[src/rtl/omni_wheel_odometry_macros.svh]
// Assertion macros shared by the odometry block.
`ifndef OMNI_WHEEL_ODOMETRY_MACROS_SVH
`define OMNI_WHEEL_ODOMETRY_MACROS_SVH
`define OWO_ASSERT_IMP(label, clk, rst_n, a, c) \
    label: assert property (@(posedge clk) disable iff (!rst_n) (a) |-> (c)) \
        else $error("%m: check failed");
`define OWO_ASSERT_NXT(label, clk, rst_n, a, c) \
    label: assert property (@(posedge clk) disable iff (!rst_n) (a) |=> (c)) \
        else $error("%m: check failed");
`endif

[src/rtl/owo_pkg.sv]
// Types and constants for the omni wheel odometry block.
package owo_pkg;
    localparam logic [15:0] RADIUS_RESET = 16'd1248;
    localparam logic [15:0] K_X          = 16'd37792;
    localparam logic [15:0] K_TWO_THIRDS = 16'd43691;
    localparam logic [30:0] K_GAIN       = 31'd652032874;
    localparam int          ATAN_ENTRIES = 24;
    localparam int          VW           = 50;

    typedef struct packed {
        logic load;
        logic body;
        logic heading;
        logic mul_gain;
        logic pre_rot;
        logic step;
        logic fin_vel;
        logic fin_pos;
    } t_cmd;

    function automatic logic [31:0] atan_turns(input logic [4:0] i);
        logic [31:0] v;
        case (i)
            5'd0: v = 32'h20000000;  5'd1: v = 32'h12E4051D;
            5'd2: v = 32'h09FB385B;  5'd3: v = 32'h051111D4;
            5'd4: v = 32'h028B0D43;  5'd5: v = 32'h0145D7E1;
            5'd6: v = 32'h00A2F61E;  5'd7: v = 32'h00517C55;
            5'd8: v = 32'h0028BE53;  5'd9: v = 32'h00145F2E;
            5'd10: v = 32'h000A2F98; 5'd11: v = 32'h000517CC;
            5'd12: v = 32'h00028BE6; 5'd13: v = 32'h000145F3;
            5'd14: v = 32'h0000A2F9; 5'd15: v = 32'h0000517D;
            5'd16: v = 32'h000028BE; 5'd17: v = 32'h0000145F;
            5'd18: v = 32'h00000A2F; 5'd19: v = 32'h00000518;
            5'd20: v = 32'h0000028C; 5'd21: v = 32'h00000146;
            5'd22: v = 32'h000000A3; 5'd23: v = 32'h00000051;
            default: v = 32'h0;
        endcase
        return v;
    endfunction
endpackage

[src/rtl/owo_ctrl.sv]
// Sequencer for the odometry datapath.
module owo_ctrl #(
    parameter int CORDIC_STEPS = 16
) (
    input  logic          i_clk,
    input  logic          i_rst_n,
    input  logic          i_valid,
    output logic          o_ready,
    input  logic          i_operation,
    output owo_pkg::t_cmd o_cmd,
    output logic          o_valid,
    input  logic          i_ready
);
    import owo_pkg::*;

    localparam int         NS = (CORDIC_STEPS < ATAN_ENTRIES) ? CORDIC_STEPS : ATAN_ENTRIES;
    localparam logic [2:0] S_IDLE = 3'd0, S_GAIN = 3'd1, S_PRE = 3'd2, S_ROT = 3'd3,
                           S_VEL = 3'd4, S_POS = 3'd5, S_OUT = 3'd6, S_BODY = 3'd7;

    logic [2:0] r_state, n_state;
    logic [4:0] r_cnt, n_cnt;

    always_comb begin
        n_state = r_state;
        n_cnt   = r_cnt;
        o_cmd   = '0;
        o_ready = 1'b0;
        o_valid = 1'b0;
        case (r_state)
            S_IDLE: begin
                o_ready = 1'b1;
                if (i_valid) begin
                    o_cmd.load    = !i_operation;
                    o_cmd.heading = i_operation;
                    n_state       = i_operation ? S_OUT : S_BODY;
                end
            end
            S_BODY: begin
                o_cmd.body = 1'b1;
                n_state    = S_GAIN;
            end
            S_GAIN: begin
                o_cmd.mul_gain = 1'b1;
                n_state        = S_PRE;
            end
            S_PRE: begin
                o_cmd.pre_rot = 1'b1;
                n_cnt         = '0;
                n_state       = S_ROT;
            end
            S_ROT: begin
                o_cmd.step = 1'b1;
                n_cnt      = r_cnt + 5'd1;
                if (r_cnt == 5'(NS - 1)) begin
                    n_state = S_VEL;
                end
            end
            S_VEL: begin
                o_cmd.fin_vel = 1'b1;
                n_state       = S_POS;
            end
            S_POS: begin
                o_cmd.fin_pos = 1'b1;
                n_state       = S_OUT;
            end
            S_OUT: begin
                o_valid = 1'b1;
                if (i_ready) begin
                    n_state = S_IDLE;
                end
            end
            default: n_state = S_IDLE;
        endcase
    end

    always_ff @(posedge i_clk) begin
        if (!i_rst_n) begin
            r_state <= S_IDLE;
            r_cnt   <= '0;
        end else begin
            r_state <= n_state;
            r_cnt   <= n_cnt;
        end
    end
endmodule

[config.mk]
export PLATFORM = sky130hd
export DESIGN_NAME = owo_ctrl
export DESIGN_NICKNAME = d
export VERILOG_FILES = /design/src/rtl/omni_wheel_odometry_macros.svh /design/src/rtl/owo_pkg.sv /design/src/rtl/owo_ctrl.sv
export SDC_FILE = /design/constraint.sdc
export NUM_CORES = 1
export LEC_CHECK = 0
export BUFFER_PORTS_ARGS = -buffer_cell sky130_fd_sc_hd__buf_2
export CAP_MARGIN = 15
export CELL_PAD_IN_SITES_DETAIL_PLACEMENT = 0
export CELL_PAD_IN_SITES_GLOBAL_PLACEMENT = 2
export CORE_MARGIN = 4
export CORE_UTILIZATION = 29
export DETAILED_ROUTE_END_ITERATION = 10
export GPL_TIMING_DRIVEN = 0
export PLACE_DENSITY = 0.88
export RECOVER_POWER = 25
export SLEW_MARGIN = 15
export SYNTH_ARGS = -nofsm -noshare
export SYNTH_HDL_FRONTEND = slang
export SYNTH_SLANG_ARGS = --single-unit
[constraint.sdc]
create_clock -name i_clk -period 4 [get_ports i_clk]
set_input_delay 0.2 -clock i_clk [delete_from_list [all_inputs] [get_ports i_clk]]
set_output_delay 0.2 -clock i_clk [all_outputs]
set_load 0.03 [all_outputs]
== After elaboration in Yosys (flattened, before gate mapping) ==
Cells that the tools add are included.
W data, S select, Z words.
Storage, ports and cells
  output and inout bits: 10
  register bits: 8
  bits of input ports: 5
  logic and storage cells: 36
Cells by class
  mux-type cells: 18
  reduce and logical (&&, ||, !) cells: 4
  equality and inequality tests: 11
  add/sub/neg operators: 1
Operators by type and width (count)
  $pmux W3 S8: 1
  $mux W1: 13
  $eq A3 B3 Y1 const B: 4
  $pmux W5 S2: 1
  $mux W3: 3
  $eq A3 B2 Y1 const B: 2
  $ne A2 B2 Y1 const B: 3
  $add A5 B1 Y5 const B: 1
  $eq A5 B4 Y1 const B: 1
  $eq A3 B1 Y1 const B: 1
  $logic_not A3 Y1: 1
  $reduce_and A3 Y1: 1
  $reduce_bool A2 Y1: 1
  $logic_not A1 Y1: 1

== Longest topological paths before layout ==
  depth in word-level cells: 3
  gate-level depth with buffers: 6
  depth with buffers taken out: 6

== Worst setup path after synthesis ==
Ideal clock, no wire load.
  kind: reg2out
  start: register r_state[2]
  end: output o_cmd[7] in the netlist's numbering
  path buffers: 1
  data arrival time: 1.495 ns
  slack: 2.305 ns
  stages on the path, launching flop included: 5
  data required time: 3.800 ns
  cells stage by stage: dfxtp_1 > buf_4 > nor3_2 > nand2_1 > nor2_1
RTL lines
  start: declaration: line owo_ctrl.sv:20  | logic [2:0] r_state, n_state;
  start signal: assignment: line owo_ctrl.sv:81  | r_state <= n_state;
  end: declaration: line owo_ctrl.sv:10  | output owo_pkg::t_cmd o_cmd,

==> flow_summary.json <==
{
  "grt_max_degree": 11,
  "post_drt_wl_per_cell_um": 10.64,
  "grt_pass1_vias": 482,
  "netlist_area_um2": 534.3,
  "post_cts_buffers": 0,
  "synth-seq-cells": 8,
  "synth.distinct_cells": 30,
  "worstReg2RegEnd": "r_state[0]",
  "synth_xor_area_share_pct": 0,
  "yosys.area.top_type_share_pct": 29.98,
  "firstDrtPassIters": 4,
  "placementRows": 15,
  "cp-start-kind": "register",
  "cts_sinks": 8,
  "wl_met3_um": 97,
  "r2r_start": "r_cnt[0]",
  "muxShareOfSynthArea_pct": 0,
  "leakage_nw": 0.2995,
  "timing.final.crit_share_pct": 44.43,
  "cp_max_fo": 10,
  "clk_latency_ns": 0.25,
  "final_nets": 93,
  "yosys.area.top_type": "dfxtp_1",
  "die_y_um": 50.92,
  "synth_fp_nets": 74,
  "antenna_found_initial": 0,
  "routedLengthMet1_um": 513,
  "cts-root-buf": "clkbuf_4",
  "max_slew_margin_pct": 71.87,
  "slew_violations": 0,
  "grt_setup_unrepaired": "false",
  "rr_worst_depth": 6,
  "worstMarginPinSlew_ns": 0.4219,
  "hpwl_um": 872.1,
  "yosys.area_share.simple_pct": 37.70,
  "crit_type": "reg -> out",
  "setup_tns_ns": 0,
  "top_layer_used": "met3",
  "grt_overflow": 0,
  "clk_pin_slew_worst_paths_ns": 0.05,
  "coreArea_um2": 1745,
  "numCtsBuffers": 3,
  "hold_viol": 0,
  "dr_wl_met2_um": 550,
  "ant_nets": 0,
  "fin_util_pct": 37.49,
  "start_util_pct": 30.61,
  "synth-warning-count": 0,
  "cap_violations": 0,
  "hold_buffers": 0,
  "r2r_slack_ns": 2.48,
  "critPathLaunch": "r_state[2]",
  "synth.avg_cell_area_um2": 7.974,
  "final_common_cell": "buf_2",
  "netlist_instances": 67,
  "drc": 0,
  "syn2layout_area_growth_pct": 22.48,
  "seq_area_frac_synth_pct": 29.98,
  "drtIter0Drc": 5,
  "endpoint": "o_cmd[2]",
  "layout_common_cells": "buf_2 (16), dfxtp_1 (8), nand2_1 (6)",
  "final-setup-viol-count": 0,
  "vias": 521,
  "io_pins": 15,
  "cts.path.max_buffers": 2,
  "synthAdderAreaFrac_pct": 4.684,
  "synth-compound-area-share_pct": 18.74,
  "dieWidth_um": 50.92,
  "grt_pass1_wl_um": 2028,
  "routed_wl_um": 1160,
  "fmax_mhz": 562.6,
  "fin_skew_ns": 0.003069,
  "powerDensity_nw_per_um2": 356.1,
  "synth_top_family_by_area": "simple AND/OR/NAND/NOR gates",
  "antenna_cells": 0,
  "fin_crit_ns": 1.777,
  "hp-class": "in -> reg",
  "layout-drive-gt1-share_pct": 29.76,
  "htreeDepth": 1,
  "critPathRequiredTime_ns": 3.80,
  "ir_drop_uv": 196.4,
  "endpoint_kind": "output port",
  "synth.top_cells.by_area": "dfxtp_1 (30%), nand2b_1 (5.9%), a21oi_1 (4.7%)",
  "status": "complete, no violations",
  "place_congestion": 0.7373,
  "tritoncts": "yes",
  "viasPerCell": 4.780,
  "cts_resized": 0,
  "numPortBuffers": 14,
  "track_usage_pct": 10.17,
  "critPathArrivalTime_ns": 1.58,
  "die_area_um2": 2593
}
==> power breakdown <==
| group | switching (W) | internal [W] |
|---|---|---|
| Sequential | 0.00000308 | 0.0000847 |
| Clock | 0.0000268 | 0.0000343 |
| Combinational | 0.0000548 | 0.0000294 |
| Total | 0.0000847 | 0.000148 |
==> routing by layer <==
| metal | GRT usage, % | up-vias |
|---|---|---|
| met5 | 0 | - |
| met4 | 2.691 | 0 |
| met3 | 4.956 | 0 |
| met2 | 15.67 | 16 |
| met1 | 12.50 | 237 |
| li1 | - | 268 |
==> registers in the layout (all words and copies together) (netlist names) <==
signal and count:
r_cnt 5, r_state 3
==> how the worst min path moves through the flow <==
| stage | start | end | slack (ns) | cells after the start |
|---|---|---|---|---|
| after CTS | i_rst_n | r_state[2] | 0.16 | 2 |
| final | i_rst_n | r_state[2] | 0.16 | 2 |
| after global placement | i_rst_n | r_state[2] | 0.42 | 2 |
| after global routing | i_rst_n | r_state[2] | 0.15 | 2 |
| after detailed placement | i_rst_n | r_state[2] | 0.42 | 2 |
| after floorplan | i_rst_n | r_state[2] | 0.32 | 1 |
==> cells by family after synthesis <==
kind of cell,after synthesis
compound gates,15
simple gates,33
buf+inv,9
flops,8
fa+ha+maj,2
==> synthesized netlist by cell type <==
| master | n |
|---|---|
| dfxtp_1 | 8 |
| nand2_1 | 6 |
| a21oi_1 | 5 |
| inv_1 | 5 |
| nand2b_1 | 5 |
| and3_1 | 4 |
| nor2_1 | 4 |
| nand3b_1 | 3 |
| buf_2 | 2 |
| ha_1 | 2 |
| nand4b_1 | 2 |
| o21a_1 | 2 |
| o21ai_0 | 2 |
| a2111oi_2 | 1 |
| a21boi_1 | 1 |
| a21o_1 | 1 |
| a221oi_1 | 1 |
| a31oi_1 | 1 |
| and2_1 | 1 |
| and2b_2 | 1 |
| and4bb_2 | 1 |
| buf_4 | 1 |
| buf_6 | 1 |
| nand3_1 | 1 |
| nor2_2 | 1 |
| nor2b_1 | 1 |
| nor3_1 | 1 |
| nor3_2 | 1 |
| nor3b_1 | 1 |
| o21ai_1 | 1 |
==> critical path, cell delays in order, from the launching register on <==
cell      delay [ns]
dfxtp_1         0.34
clkbuf_1        0.35
and2b_2         0.31
and2_1          0.15
buf_2           0.17
==> metrics by stage <==
step	hold WS (ns)	std cells	area, um^2	power [W]	setup slack, ns
6_report	0.1636	109	654.4	0.0002330	2.223
5_1_grt	0.1530	109	654.4	0.0002495	2.103
4_1_cts	0.1569	109	658.1	0.0002382	2.424
3_5_place_dp	0.4234	106	635.6	0.0001759	2.494
3_3_place_gp	0.4204	106	635.6	0.0001762	2.502
2_1_floorplan	0.3175	67	534.3	0.0001545	2.305
==> final cells by class <==
cell class	instances	area, um^2
tap	25	31.28
clock buffer	3	22.52
multi-input combinational	50	326.6
buffer	4	25.02
inverter	5	18.77
sequential	8	160.2
fill	192	1091
timing repair buffer	14	70.07
No activity file was read; power rests on OpenSTA's default activity.
